[config.mk]
export PLATFORM = sky130hd
export DESIGN_NAME = linear_probe_hash_table
export DESIGN_NICKNAME = d
export VERILOG_FILES = /design/src/hdl/lpht_pkg.sv /design/src/hdl/linear_probe_hash_table.sv /design/src/hdl/lpht_datapath.sv /design/src/hdl/lpht_controller.sv
export SDC_FILE = /design/constraint.sdc
export NUM_CORES = 1
export LEC_CHECK = 0
export ABC_AREA = 0
export BUFFER_PORTS_ARGS = -buffer_cell sky130_fd_sc_hd__buf_2
export CAP_MARGIN = 20
export CORE_ASPECT_RATIO = 1.4
export CORE_MARGIN = 4
export CORE_UTILIZATION = 47
export DETAILED_ROUTE_END_ITERATION = 8
export HOLD_SLACK_MARGIN = 0.1
export SYNTH_ARGS = -nofsm -noshare
export SYNTH_HDL_FRONTEND = slang
export SYNTH_SLANG_ARGS = --single-unit
export TNS_END_PERCENT = 20
[constraint.sdc]
create_clock -name i_clk -period 10.4 [get_ports i_clk]
set_input_delay 0.52 -clock i_clk [delete_from_list [all_inputs] [get_ports i_clk]]
set_output_delay 0.52 -clock i_clk [all_outputs]
set_load 0.01 [all_outputs]
[src/hdl/lpht_pkg.sv]
`default_nettype none
// ============================================================================
// lpht_pkg
// Shared constants, request/response beat types and the control/status
// structs that join the linear-probing hash table controller and datapath.
// ============================================================================
package lpht_pkg;

    // table geometry
    localparam int TABLE_SIZE    = 23;
    localparam int PAYLOAD_WIDTH = 32;
    localparam int KEY_W         = 31;
    localparam int SLOT_W        = $clog2(TABLE_SIZE);
    localparam int COUNT_W       = $clog2(TABLE_SIZE + 1);

    // key mod TABLE_SIZE by reciprocal multiplication:
    // q = (key * HASH_MUL) >> HASH_SH is exact for every KEY_W-bit key,
    // then rem = key - q * TABLE_SIZE, each step registered
    localparam int HASH_SH    = KEY_W + $clog2(TABLE_SIZE);
    localparam int MUL_W      = KEY_W + 1;
    localparam int PROD_W     = KEY_W + MUL_W;
    localparam int HASH_STEPS = 3;
    localparam int DCNT_W     = $clog2(HASH_STEPS);
    localparam logic [MUL_W-1:0] HASH_MUL =
        MUL_W'(((64'd1 << HASH_SH) / 64'(TABLE_SIZE)) + 64'd1);

    // request modes
    localparam logic MODE_INSERT = 1'b0;
    localparam logic MODE_REMOVE = 1'b1;

    // response status codes
    localparam logic STATUS_OK   = 1'b0;
    localparam logic STATUS_FAIL = 1'b1;

    typedef struct packed {
        logic                     mode;
        logic [KEY_W-1:0]         key;
        logic [PAYLOAD_WIDTH-1:0] payload;
    } t_req;

    typedef struct packed {
        logic               status;
        logic [SLOT_W-1:0]  slot;
        logic [COUNT_W-1:0] count;
    } t_rsp;

    // controller -> datapath
    typedef struct packed {
        logic load;
        logic hash_step;
        logic probe_step;
        logic finish;
    } t_cmd;

    // datapath -> controller
    typedef struct packed {
        logic hash_last;
        logic hit;
        logic miss;
    } t_sts;

endpackage
`default_nettype wire

[src/hdl/linear_probe_hash_table.sv]
`default_nettype none
// ============================================================================
// linear_probe_hash_table
// Open-addressing hash table with linear probing: insert or remove one
// entry per request, one result beat per request.
// ============================================================================
//
//  channel   signals                  beat taken when
//  --------  -----------------------  -------------------------
//  request   start, busy, i_req       start && !busy at clk edge
//  result    o_done, o_rsp            o_done high (one cycle)
//
//  Home slot is key mod 23 by reciprocal multiplication.
//  Then one probe per cycle, with the key read from a registered store
//  port on remove; the result beat follows in the cycle after the deciding
//  probe. A walk probes at most 23 slots, and fails when it finds no slot.
//  Synchronous active-low reset empties the table; the result side never
//  stalls, and a new request may be taken in the result beat's cycle.
//
module linear_probe_hash_table (
    input  logic           i_clk,
    input  logic           i_rst_n,
    input  logic           start,
    input  lpht_pkg::t_req i_req,
    output logic           busy,
    output logic           o_done,
    output lpht_pkg::t_rsp o_rsp
);
    import lpht_pkg::*;

    t_cmd w_cmd;
    t_sts w_sts;

    lpht_controller u_ctrl (
        .i_clk   (i_clk),
        .i_rst_n (i_rst_n),
        .i_start (start),
        .i_sts   (w_sts),
        .o_cmd   (w_cmd),
        .o_busy  (busy)
    );

    lpht_datapath u_dp (
        .i_clk   (i_clk),
        .i_rst_n (i_rst_n),
        .i_req   (i_req),
        .i_cmd   (w_cmd),
        .o_sts   (w_sts),
        .o_rsp   (o_rsp),
        .o_done  (o_done)
    );

endmodule
`default_nettype wire

[src/hdl/lpht_datapath.sv]
`default_nettype none
// ============================================================================
// lpht_datapath
// Request registers, pipelined key-mod-table-size reduction, probe pointer,
// occupancy bits, key/payload store, entry count and the result register.
// ============================================================================
module lpht_datapath (
    input  logic           i_clk,
    input  logic           i_rst_n,
    input  lpht_pkg::t_req i_req,
    input  lpht_pkg::t_cmd i_cmd,
    output lpht_pkg::t_sts o_sts,
    output lpht_pkg::t_rsp o_rsp,
    output logic           o_done
);
    import lpht_pkg::*;

    // request held for the whole operation
    logic                     r_mode;
    logic [KEY_W-1:0]         r_key;
    logic [PAYLOAD_WIDTH-1:0] r_pay;

    // hash reduction
    logic [DCNT_W-1:0] r_dig;
    logic [PROD_W-1:0] r_prod;
    logic [KEY_W-1:0]  r_qd;
    logic [KEY_W-1:0]  w_rem_full;
    logic [SLOT_W-1:0] n_rem;

    // probe walk
    logic [SLOT_W-1:0]  r_idx;
    logic [SLOT_W-1:0]  w_next_idx;
    logic [COUNT_W-1:0] r_issued;
    logic               w_probe_live;
    logic               r_rd_vld;
    logic [SLOT_W-1:0]  r_rd_idx;
    logic [KEY_W-1:0]   r_rd_key;
    logic               w_key_match;
    logic               w_hit;
    logic               w_miss;
    logic [SLOT_W-1:0]  w_hit_slot;

    // table state
    logic [TABLE_SIZE-1:0]    r_occ;
    logic [COUNT_W-1:0]       r_count;
    logic [COUNT_W-1:0]       n_count;
    logic [KEY_W-1:0]         mem_key [TABLE_SIZE];
    logic [PAYLOAD_WIDTH-1:0] mem_pay [TABLE_SIZE];

    // result
    t_rsp r_rsp;
    logic r_done;

    // remainder from the registered quotient product; always below TABLE_SIZE
    always_comb begin
        w_rem_full = r_key - r_qd;
        n_rem      = w_rem_full[SLOT_W-1:0];
    end

    // probe decisions; remove compares the registered key read at r_rd_idx
    assign w_probe_live = (r_issued != COUNT_W'(TABLE_SIZE));
    assign w_next_idx   = (r_idx == SLOT_W'(TABLE_SIZE - 1)) ? '0 : SLOT_W'(r_idx + 1'b1);
    assign w_key_match  = r_rd_vld && r_occ[r_rd_idx] && (r_rd_key == r_key);

    always_comb begin
        if (r_mode == MODE_INSERT) begin
            w_hit      = w_probe_live && !r_occ[r_idx];
            w_miss     = !w_probe_live;
            w_hit_slot = r_idx;
        end else begin
            w_hit      = w_key_match;
            w_miss     = !w_key_match && !w_probe_live && !r_rd_vld;
            w_hit_slot = r_rd_idx;
        end
    end

    // entry count after a successful request
    always_comb begin
        n_count = r_count;
        if (w_hit) begin
            if (r_mode == MODE_INSERT) begin
                n_count = COUNT_W'(r_count + 1'b1);
            end else if (r_count != '0) begin
                n_count = COUNT_W'(r_count - 1'b1);
            end
        end
    end

    assign o_sts.hash_last = (r_dig == DCNT_W'(HASH_STEPS - 1));
    assign o_sts.hit       = w_hit;
    assign o_sts.miss      = w_miss;

    // control state: occupancy, count, read-valid, done strobe
    always_ff @(posedge i_clk) begin
        if (!i_rst_n) begin
            r_occ    <= '0;
            r_count  <= '0;
            r_rd_vld <= 1'b0;
            r_done   <= 1'b0;
        end else begin
            r_done   <= i_cmd.finish;
            r_rd_vld <= i_cmd.probe_step && w_probe_live;
            if (i_cmd.finish && w_hit) begin
                r_occ[w_hit_slot] <= (r_mode == MODE_INSERT);
                r_count           <= n_count;
            end
        end
    end

    // request, hash, probe and result registers (no reset)
    always_ff @(posedge i_clk) begin
        if (i_cmd.load) begin
            r_mode <= i_req.mode;
            r_key  <= i_req.key;
            r_pay  <= i_req.payload;
            r_dig  <= '0;
        end
        // three-stage pipe: product, quotient times size, remainder
        if (i_cmd.hash_step) begin
            r_prod <= PROD_W'(r_key) * PROD_W'(HASH_MUL);
            r_qd   <= KEY_W'(KEY_W'(r_prod[PROD_W-1:HASH_SH]) * KEY_W'(TABLE_SIZE));
            r_dig  <= DCNT_W'(r_dig + 1'b1);
            if (o_sts.hash_last) begin
                r_idx    <= n_rem;
                r_issued <= '0;
            end
        end
        if (i_cmd.probe_step) begin
            r_idx    <= w_next_idx;
            r_rd_idx <= r_idx;
            if (w_probe_live) begin
                r_issued <= COUNT_W'(r_issued + 1'b1);
            end
        end
        if (i_cmd.finish) begin
            r_rsp.status <= w_hit ? STATUS_OK : STATUS_FAIL;
            r_rsp.slot   <= w_hit ? w_hit_slot : '0;
            r_rsp.count  <= n_count;
        end
    end

    // key/payload store: one write port, one registered read port
    always_ff @(posedge i_clk) begin
        if (i_cmd.finish && w_hit && (r_mode == MODE_INSERT)) begin
            mem_key[r_idx] <= r_key;
            mem_pay[r_idx] <= r_pay;
        end
        r_rd_key <= mem_key[r_idx];
    end

    assign o_rsp  = r_rsp;
    assign o_done = r_done;

endmodule
`default_nettype wire

[src/hdl/lpht_controller.sv]
`default_nettype none
// ============================================================================
// lpht_controller
// Sequencer for one request: hash reduction, probe walk, then finish.
// ============================================================================
module lpht_controller (
    input  logic           i_clk,
    input  logic           i_rst_n,
    input  logic           i_start,
    input  lpht_pkg::t_sts i_sts,
    output lpht_pkg::t_cmd o_cmd,
    output logic           o_busy
);
    import lpht_pkg::*;

    localparam logic [1:0] S_IDLE  = 2'd0;
    localparam logic [1:0] S_HASH  = 2'd1;
    localparam logic [1:0] S_PROBE = 2'd2;

    logic [1:0] r_state;
    logic [1:0] n_state;

    assign o_busy = (r_state != S_IDLE);

    // next state and commands
    always_comb begin
        n_state = r_state;
        o_cmd   = '0;
        case (r_state)
            S_IDLE: begin
                if (i_start) begin
                    o_cmd.load = 1'b1;
                    n_state    = S_HASH;
                end
            end
            S_HASH: begin
                o_cmd.hash_step = 1'b1;
                if (i_sts.hash_last) begin
                    n_state = S_PROBE;
                end
            end
            S_PROBE: begin
                if (i_sts.hit || i_sts.miss) begin
                    o_cmd.finish = 1'b1;
                    n_state      = S_IDLE;
                end else begin
                    o_cmd.probe_step = 1'b1;
                end
            end
            default: begin
                n_state = S_IDLE;
            end
        endcase
    end

    always_ff @(posedge i_clk) begin
        if (!i_rst_n) begin
            r_state <= S_IDLE;
        end else begin
            r_state <= n_state;
        end
    end

endmodule
`default_nettype wire

# Word-level counts from Yosys, hierarchy flattened
# Memories as Yosys holds them, arrays and structs flattened. A register that Yosys moved wholly into a read port is not among the register bits.
# Cells that the tools add are included.
[totals]
word_cells = 97
inputBits = 67
out_inout_bits = 13
memories = 1
ramBits = 713
ff_bits = 160
[op_classes]
magnitude_cmp = 4
n_mux = 36
bitwise = 1
eq_ne = 9
n_reduce_logical = 22
add_sub_neg = 6
mul = 2
[mem_list]
columns = ["memory", "words", "width", "read_ports", "rd_ports_with_merged_regs", "write_ports", "line", "text"]
rows = [
  ["u_dp.mem_key", 23, 31, 1, 1, 1, "lpht_datapath.sv:47", "logic [KEY_W-1:0] mem_key [TABLE_SIZE];"],
]
[op_table]
columns = ["cell", "count"]
rows = [
  ["$mul A31 B32 Y63 const B", 1],
  ["$mux W5", 12],
  ["$eq A31 B31 Y1", 1],
  ["$mul A27 B5 Y5 const B", 1],
  ["$bwmux W23", 1],
  ["$lt A5 B6 Y1 const B", 3],
  ["$add A5 B1 Y5 const B", 3],
  ["$mux W1", 13],
  ["$mux W2", 6],
  ["$bmux W1 S5", 2],
  ["$logic_and A1 B1 Y1", 9],
  ["$reduce_bool A2 Y1", 4],
  ["$pmux W2 S3", 1],
  ["$demux W1 S5", 1],
  ["$eq A5 B5 Y1 const B", 1],
  ["$ge A5 B1 Y1 const B", 1],
  ["$ne A5 B5 Y1 const B", 1],
  ["$reduce_bool A5 Y1", 1],
  ["$sub A5 B1 Y5 const B", 1],
  ["$sub A5 B5 Y5", 1],
  ["$eq A2 B2 Y1 const B", 2],
  ["$logic_not A1 Y1", 4],
  ["$ne A2 B1 Y1 const B", 2],
  ["$reduce_and A3 Y1", 1],
  ["7 further kinds", 7],
]

# Logic depth before layout (Yosys ltp)
# Gate-level depths: netlist of the first run.
[depth]
depth_word = 15
depth_mapped = 22
depth_no_buf = 22

# Cells and area by module
# From an unflattened synthesis of the first run, not the netlist that was laid out.
[unflattened]
cells_unflattened = 2482
hier_area_um2 = 40885.5
[modules_own_cells]
columns = ["module", "seq_area_each_um2", "instances", "area_per_inst_um2", "cells_each"]
rows = [
  ["lpht_datapath", 24683.7, 1, 40750.3, 2464],
  ["lpht_controller", 40.0, 1, 135.1, 18],
]

# Worst setup path before layout of the first run
# OpenSTA, ideal clock, no wires.
[synth_path]
path_type = "reg2reg"
startpoint = "register u_dp.r_key[8]"
endpoint = "register u_dp.r_prod[40], data pin"
n_path_buf = 0
t_arrival_ps = 6278
path_slack_ps = 3861
setup_ps = 261
period_less_slack_ps = 6539
path_stages_with_launch = 21
t_required_ps = 10139
path_cell_list = "edfxtp_1 -> ha_1 -> ha_1 -> inv_1 -> fa_1 -> inv_1 -> fa_1 -> inv_1 -> fa_1 -> inv_1 -> fa_1 -> fa_1 -> ha_1 -> ha_1 -> a21oi_1 -> o21ai_0 -> or4_1 -> a31oi_1 -> a211oi_1 -> or2_1 -> a311o_1"
[synth_between]
elab_chain_len = 1
[synth_rtl]
columns = ["item", "line", "text"]
rows = [
  ["start: declaration", "lpht_datapath.sv:20", "logic [KEY_W-1:0] r_key;"],
  ["start signal: assignment", "lpht_datapath.sv:114", "r_key <= i_req.key;"],
  ["$mul A31 B32 Y63", "lpht_datapath.sv:120", "r_prod <= PROD_W'(r_key) * PROD_W'(HASH_MUL);"],
  ["end signal: assignment", "lpht_datapath.sv:120", ""],
  ["end: declaration", "lpht_datapath.sv:25", "logic [PROD_W-1:0] r_prod;"],
]
# Every way passes these cells.
# A chain may end at the register's enable or synchronous reset.

# Final worst setup path of the first run
[layout_path]
startpoint = "register u_dp.r_key[11]"
endpoint = "register u_dp.r_prod[40], data pin"
# Same word-level chain as after synthesis.

==> reports/results.ini, run 1 <==
[grt]
grt_overflow=0
grt_max_degree=164
grt_pass1_vias=23500
grt_usage_pct=21.8
grt_pass1_wl_um=149000
grt_antenna_before_repair=1

[outcome]
status=finished, final reports clean

[detailed_routing]
drt_iter0_drc=1592
drt_first_pass_iters=5
wirelength_um=99200
top_layer_used=met4
ant_nets=0
vias=21900
m1WireLength_um=36700
route.met3.wl_um=4470
wl_per_cell_um=25.5
via_per_inst=5.62
dr_wl_met2_um=54700
drc_errors=0

[timing]
finalCriticalPeriod_ns=7.07
whs_ns=0.204
skew_ns=0.0376
setup_tns_ns=0
drv_slew=0
min_period_over_period_pct=68.0
max_freq_mhz=141
finalWorstSetupSlack_ns=3.33
setup_viol=0
max-slew-margin-rel_pct=23.6
rsz0062_at_grt=false
finalHoldViolCount=0
worst_pin_slew_ns=1.15

[cts]
clockBufferDepth=3
cts_hold_buf=32
clkSlewWorstSetupHoldPaths_ns=0.07
cts_tree=built
clock_sinks=846
cts-resized-gates=0
htreeDepth=3
post_cts_buffers=0
clock_latency_ns=0.67
cts_root_buf=clkbuf_16
cts-buffers-inserted=82

[layout]
layout_common_cells=edfxtp_1 (778), inv_1 (346), ha_1 (233), fa_1 (181), mux4_2 (165)
final_cells=3888
fillCellCount=7186
syn_to_final_growth_pct=12.0
final_common_cell=edfxtp_1
final_util_pct=53.0
drive_above_1_share_pct=17.3
nets=3134
regArea_um2=24700
antennaDiodeCount=0
multi_input_area_um2=14800

[critical_path]
cp_top_family=adder cells
critical_path_class=reg2reg
cp_slowest_cell=edfxtp_1
crit_required_ns=10.78
start_kind=flop
cp_common_cell=fa_1
worst-path-max-fanout=29
reg2reg_slack_ns=3.33
cp_data_arrival_time_ns=7.46
cp_cell_sequence=ha_1 -> inv_1 -> fa_1 -> inv_1 -> ha_1 -> inv_1 -> fa_1 -> inv_1 -> fa_1 -> fa_1 -> fa_1 -> fa_1 -> ha_1 -> or4_1 -> a31oi_1 -> a211oi_1 -> or2_1 -> a311o_1
max_stage_delay_ns=1.06
crit_buf_inv=4
endpoint_kind=flop

[floorplan]
coreArea_um2=86800
die_area_um2=92200
start_util_pct=47.3
die_x_um=258
io_pins=80
row_count=128
die_y_um=358

[synth]
synth_mux_area_share_pct=11.3
synth_top_family_by_area=adder cells
synth_nets=2999
synthAdderAreaFrac_pct=15.9
synth_ff_type=edfxtp_1
yosys.cell_types.count=64
async_flop_share_pct=0
synth-seq-area-share_pct=60.2
synth_edf_count=778
synth-simple-area-share_pct=3.08
synth_seq_cells=846
ys_warn_count=0
synth_xor_area_share_pct=1.26
synthCells=2518
avgSynthCellArea_um2=16.3
syn-cell-area_um2=41000
synth_compound_area_share_pct=3.98

[power_and_ir_drop]
vdd_ir_drop_max_mv=1.10
p_leak_nw=17.1
power_density_nw_per_um2=289

[job]
cap_violations=0

[placement]
pre_cts_slack_ns=3.15
place_congestion=0.844
hpwl_um=59100
portBuffers=47
dpl.cell_count=3706

[hold_path]
min_path_type=in2reg

## cells in the mapped netlist (13+ instances only)
master    number  share of area, %
o21ai_0       55              0.67
dfxtp_1       68               3.3
a22oi_1       64               1.2
fa_1         181               8.8
buf_2         17              0.21
o311ai_1      20              0.43
mux2i_1       53               1.3
xnor2_1       26              0.55
xor2_1        33              0.70
inv_1        346               3.2
mux4_2       165               9.1
a21oi_1       25              0.30
edfxtp_1     778                57
nand3_1       41              0.50
clkbuf_1      52              0.48
ha_1         233               7.1
nor3_1        13              0.16
buf_1         17              0.16
nand2_1      112               1.0
o41ai_1       20              0.43
mux2_2        35              0.96
nor2_1        52              0.48
## per-layer routing
layer,up-vias,GRT usage [%]
met4,0,7.50
met1,11500,25.8
met3,161,2.59
met5,-,0
li1,9628,-
met2,591,41.3
## worst reg2reg max path, stage by stage, from the launching register on
cell and delay, ns:
edfxtp_1 1.06, ha_1 0.30, inv_1 0.06, fa_1 0.51, inv_1 0.05, ha_1 0.29
inv_1 0.06, fa_1 0.55, inv_1 0.07, fa_1 0.46, fa_1 0.52, fa_1 0.53
fa_1 0.50, ha_1 0.24, or4_1 0.51, a31oi_1 0.29, a211oi_1 0.16, or2_1 0.27
a311o_1 0.39
## metrics by stage
stage	power, mW	instance area, um2
CTS	13.5	46000
detailed placement	10.5	43000
floorplan	8.48	41000
finish	13.3	46000
global route	14.5	46000
global placement	10.4	43000
## path summary, 6_finish.rpt
| check | cells after the start | endpoint | startpoint |
|---|---|---|---|
| hold reg to reg | 2 | u_dp.r_occ[2] | u_dp.r_occ[2] |
| setup reg to reg | 18 | u_dp.r_prod[40] | u_dp.r_key[11] |
| hold / removal | 3 | u_ctrl.r_state[1] | start |
| setup / recovery | 18 | u_dp.r_prod[40] | u_dp.r_key[11] |
## registers in the layout, summed over array words and instances, names as in the netlist
signal,cells
u_ctrl.r_state,2
u_dp.mem_key,713
u_dp.o_done,1
u_dp.o_rsp,11
u_dp.r_count,5
u_dp.r_dig,2
u_dp.r_idx,5
u_dp.r_issued,5
u_dp.r_key,31
u_dp.r_mode,1
u_dp.r_occ,23
u_dp.r_prod,5
u_dp.r_qd,5
u_dp.r_rd_idx,5
u_dp.r_rd_key,31
u_dp.r_rd_vld,1
## power breakdown
group	internal, mW	switching, mW
registers	3.93	0.0391
clock network	1.62	1.30
logic	2.64	3.77
## cell type report
class                   count  area share (%)
multi-input cells        1232            32.2
clock buffers             104            4.71
inverters                 346            2.82
clock inverters            45           0.977
well taps                1170            3.18
flip-flops and latches    846            53.8
repair buffers            145            2.38
## kinds of logic (layout without fill, tap and decap cells)
| logic type | after synthesis | in the layout |
|---|---|---|
| compound gates | 231 | 231 |
| xor+xnor | 59 | 59 |
| fa+ha+maj | 414 | 414 |
| buf+inv | 440 | 640 |
| flops | 846 | 846 |
| mux | 253 | 253 |
| simple gates | 275 | 275 |
No activity file was read; power rests on OpenSTA's default activity.
==> inputs of run 2 (changes only) <==
--- a/config.mk
+++ b/config.mk
@@ -5,7 +5,7 @@
 export SDC_FILE = /design/constraint.sdc
 export NUM_CORES = 1
 export LEC_CHECK = 0
-export ABC_AREA = 0
+export ABC_AREA = 1
 export BUFFER_PORTS_ARGS = -buffer_cell sky130_fd_sc_hd__buf_2
 export CAP_MARGIN = 20
 export CORE_ASPECT_RATIO = 1.4
==> constraint.sdc (replaced) <==
create_clock -name i_clk -period 6.9 [get_ports i_clk]
set_input_delay 0.345 -clock i_clk [delete_from_list [all_inputs] [get_ports i_clk]]
set_output_delay 0.345 -clock i_clk [all_outputs]
set_load 0.01 [all_outputs]
==> run 2 against run 1 <==
Combinational power grew 110%; total power grew 82%; wire length grew 15%; clock-buffer cell count grew 5; final cell count grew 30%; largest cell class unchanged; largest power group unchanged.
==> reports/results.ini, run 2 <==
[layout]
regArea_um2=24700  ; unchanged
final_util_pct=52.8  ; -0.22 points
largest_reg_flops=713  ; unchanged
nets=4293  ; +37%
reg_top3=u_dp.mem_key x713, u_dp.r_key x31, u_dp.r_rd_key x31
layout_common_cells=edfxtp_1 (778), nand2_1 (462), inv_1 (448), nor2_1 (430), o21ai_0 (390)
top_register=u_dp.mem_key
syn_to_final_growth_pct=11.4
multi_input_area_um2=15500  ; +4.6%
drive_above_1_share_pct=7.63  ; -9.7 points
final_cells=5068  ; +30%
fillCellCount=7726  ; +7.5%
final_common_cell=edfxtp_1
antennaDiodeCount=0  ; unchanged

[timing]
finalCriticalPeriod_ns=6.26  ; -0.820 ns
min_period_over_period_pct=90.7  ; +23 points
whs_ns=0.375  ; +0.171 ns
setup_tns_ns=0  ; unchanged
max_freq_mhz=160  ; +13%
max-slew-margin-rel_pct=30.9  ; +7.3 points
finalHoldViolCount=0  ; unchanged
drv_slew=0  ; unchanged
setup_viol=0  ; unchanged
worst_pin_slew_ns=1.04  ; -0.109 ns
skew_ns=0.0363  ; -0.00133 ns
rsz0062_at_grt=false

[outcome]
status=finished, final reports clean

[synth]
synthTopCellsByCount=edfxtp_1 (778), nand2_1 (462), nor2_1 (455)
synth_ff_type=edfxtp_1
synth_seq_cells=846  ; unchanged
ys_warn_count=0  ; unchanged
synth_edf_count=778  ; unchanged
yosys.area.top_type=edfxtp_1
synthMostInstantiatedCell=edfxtp_1
synth-simple-area-share_pct=10.1  ; +7.0 points
ys_top_cells_by_area=edfxtp_1 (55%), fa_1 (8.5%), ha_1 (6.9%), o21ai_0 (4.6%), nand2_1 (4.1%)
yosys.cell_types.count=43  ; -33%
avgSynthCellArea_um2=11.4  ; -30%
synthAdderAreaFrac_pct=15.4  ; -0.52 points
synth_mux_area_share_pct=0  ; -11 points
synthCells=3735  ; +48%
synth-seq-area-share_pct=58.3  ; -2.0 points
syn-cell-area_um2=42400  ; +3.4%
async_flop_share_pct=0  ; unchanged
synth_nets=4216  ; +41%
synth_xor_area_share_pct=0.640  ; -0.62 points
synth_top_area_share_pct=55.1  ; -1.8 points
synth_top_family_by_area=adder cells
synth_compound_area_share_pct=9.85  ; +5.9 points

[floorplan]
die_x_um=262  ; +1.6%
die_area_um2=95200  ; +3.3%
die_y_um=363  ; +1.6%
io_pins=80  ; unchanged
start_util_pct=47.3  ; +0.048 points
coreArea_um2=89600  ; +3.2%
row_count=130  ; +1.6%

[detailed_routing]
drc_errors=0  ; unchanged
drt_iter0_drc=2349  ; +48%
ant_nets=0  ; unchanged
wirelength_um=114000  ; +15%
drt_first_pass_iters=7  ; +2
vias=28100  ; +29%
via_per_inst=5.55  ; -1.3%
wl_per_cell_um=22.5  ; -12%

[critical_path]
critical_path_class=reg2reg
max_stage_delay_ns=0.70  ; -0.36 ns
start_kind=flop
startpoint=u_dp.r_key[27]
reg2reg_depth=21  ; +3
r2r_end=u_dp.r_prod[38]
endpoint_kind=flop
r2r-start=u_dp.r_key[27]
cp_slowest_cell=edfxtp_1
worst-path-max-fanout=12  ; -59%
reg2reg_slack_ns=0.64  ; -2.68 ns
cp_cell_sequence=inv_1 -> fa_1 -> inv_1 -> fa_1 -> inv_1 -> fa_1 -> inv_1 -> fa_1 -> inv_1 -> fa_1 -> fa_1 -> inv_1 -> ha_1 -> ha_1 -> nand2_1 -> nor2_1 -> nand2_1 -> nor4_1 -> nand3_1 -> nand3_1 -> xor2_1
cp_data_arrival_time_ns=6.73  ; -0.73 ns
crit_required_ns=7.37  ; -3.41 ns

[hold_path]
hold_path_end=u_dp.r_key[25]
min_path_type=in2reg
worstHoldPathCells=2  ; -1
hp-start=i_req[57]

[grt]
grt_antenna_before_repair=1  ; unchanged
grt_max_degree=211  ; +29%
grt_pass1_wl_um=170000  ; +15%
grt_pass1_vias=28100  ; +19%
grt_usage_pct=24.1  ; +2.3 points
grt_overflow=0  ; unchanged

[power_and_ir_drop]
power_density_nw_per_um2=511  ; +77%
power_frac_seq_pct=25.0  ; -4.8 points
switchingPower_mw=10.9  ; +110%
p_leak_nw=18.2  ; +6.4%
comb_power_share_pct=56.7  ; +8.5 points
power_mw=24.2  ; +82%
vdd_ir_drop_max_mv=2.44  ; +120%
p_clk_share_pct=18.4  ; -3.6 points
p_int_mw=13.3  ; +62%
p_sw_share_pct=45.1  ; +6.7 points

[cts]
clock_sinks=846  ; unchanged
clock_latency_ns=0.67  ; about the same
htreeDepth=3  ; unchanged
cts-buffers-inserted=85  ; +3.7%
cts-resized-gates=0  ; unchanged
clockBufferDepth=3  ; unchanged
cts_root_buf=clkbuf_16
clkSlewWorstSetupHoldPaths_ns=0.06  ; about the same
cts_tree=built
post_cts_buffers=0  ; unchanged

[placement]
portBuffers=47  ; unchanged
hpwl_um=70300  ; +19%
place_congestion=0.911  ; +8.0%
dpl.cell_count=4880  ; +32%

[job]
cap_violations=0  ; unchanged

[run 2: critical path, delay by kind of cell (launching register included)]
kind | cells | cell delay, ns
simple gates | 6 | 0.97
xor+xnor | 1 | 0.26
buf+inv | 6 | 0.44
fa+ha+maj | 8 | 3.68
flops | 1 | 0.70
[run 2: power by group through the flow]
stage	sequential, mW	clock, mW	combinational [mW]
after global routing	6.04	4.72	15.4
after global placement	6.14	0	13.6
after CTS	6.04	4.52	13.9
final	6.04	4.44	13.7
after floorplan	6.16	0	9.31
after detailed placement	6.15	0	13.7
[run 2: metrics by stage]
stage	instance area, um2	setup WS (ns)
floorplan	42400	1.02
global placement	44300	0.579
detailed placement	44300	0.593
CTS	47300	0.558
global route	47300	0.262
finish	47300	0.645
[run 2: cell type report]
| cell class | count | share of cell area (%) |
|---|---|---|
| Sequential cell | 846 | 52.3 |
| Clock inverter | 46 | 0.767 |
| Timing Repair Buffer | 157 | 2.55 |
| Multi-Input combinational cell | 2266 | 32.7 |
| Tap cell | 1188 | 3.14 |
| Inverter | 456 | 3.65 |
| Clock buffer | 109 | 4.86 |
[run 2: how the worst max path moves through the flow]
stage and endpoint:
2_1_floorplan u_dp.r_prod[40], 3_3_place_gp u_dp.r_prod[38], 3_5_place_dp u_dp.r_prod[38], 4_1_cts u_dp.r_prod[38], 5_1_grt u_dp.r_prod[38], 6_report u_dp.r_prod[38]
[run 2: what timing repair did]
action / in CTS / in global routing
endpoints found under the hold margin: 40 / 0
setup endpoints to repair: 0 / 0
hold buffers: 33 / 0
[run 2: metal layers]
| metal | routed length (um) | vias up | global-route usage (%) |
|---|---|---|---|
| met5 | 0 | - | 0 |
| met4 | 5910 | 0 | 12.1 |
| met3 | 5540 | 285 | 2.54 |
| met2 | 59700 | 878 | 43.3 |
| met1 | 42800 | 13900 | 28.6 |
| li1 | - | 13100 | - |
[run 2: cell families after synthesis]
group / Yosys count
simple gates: 1066
flops: 846
compound gates: 755
buf+inv: 623
fa+ha+maj: 414
xor+xnor: 31
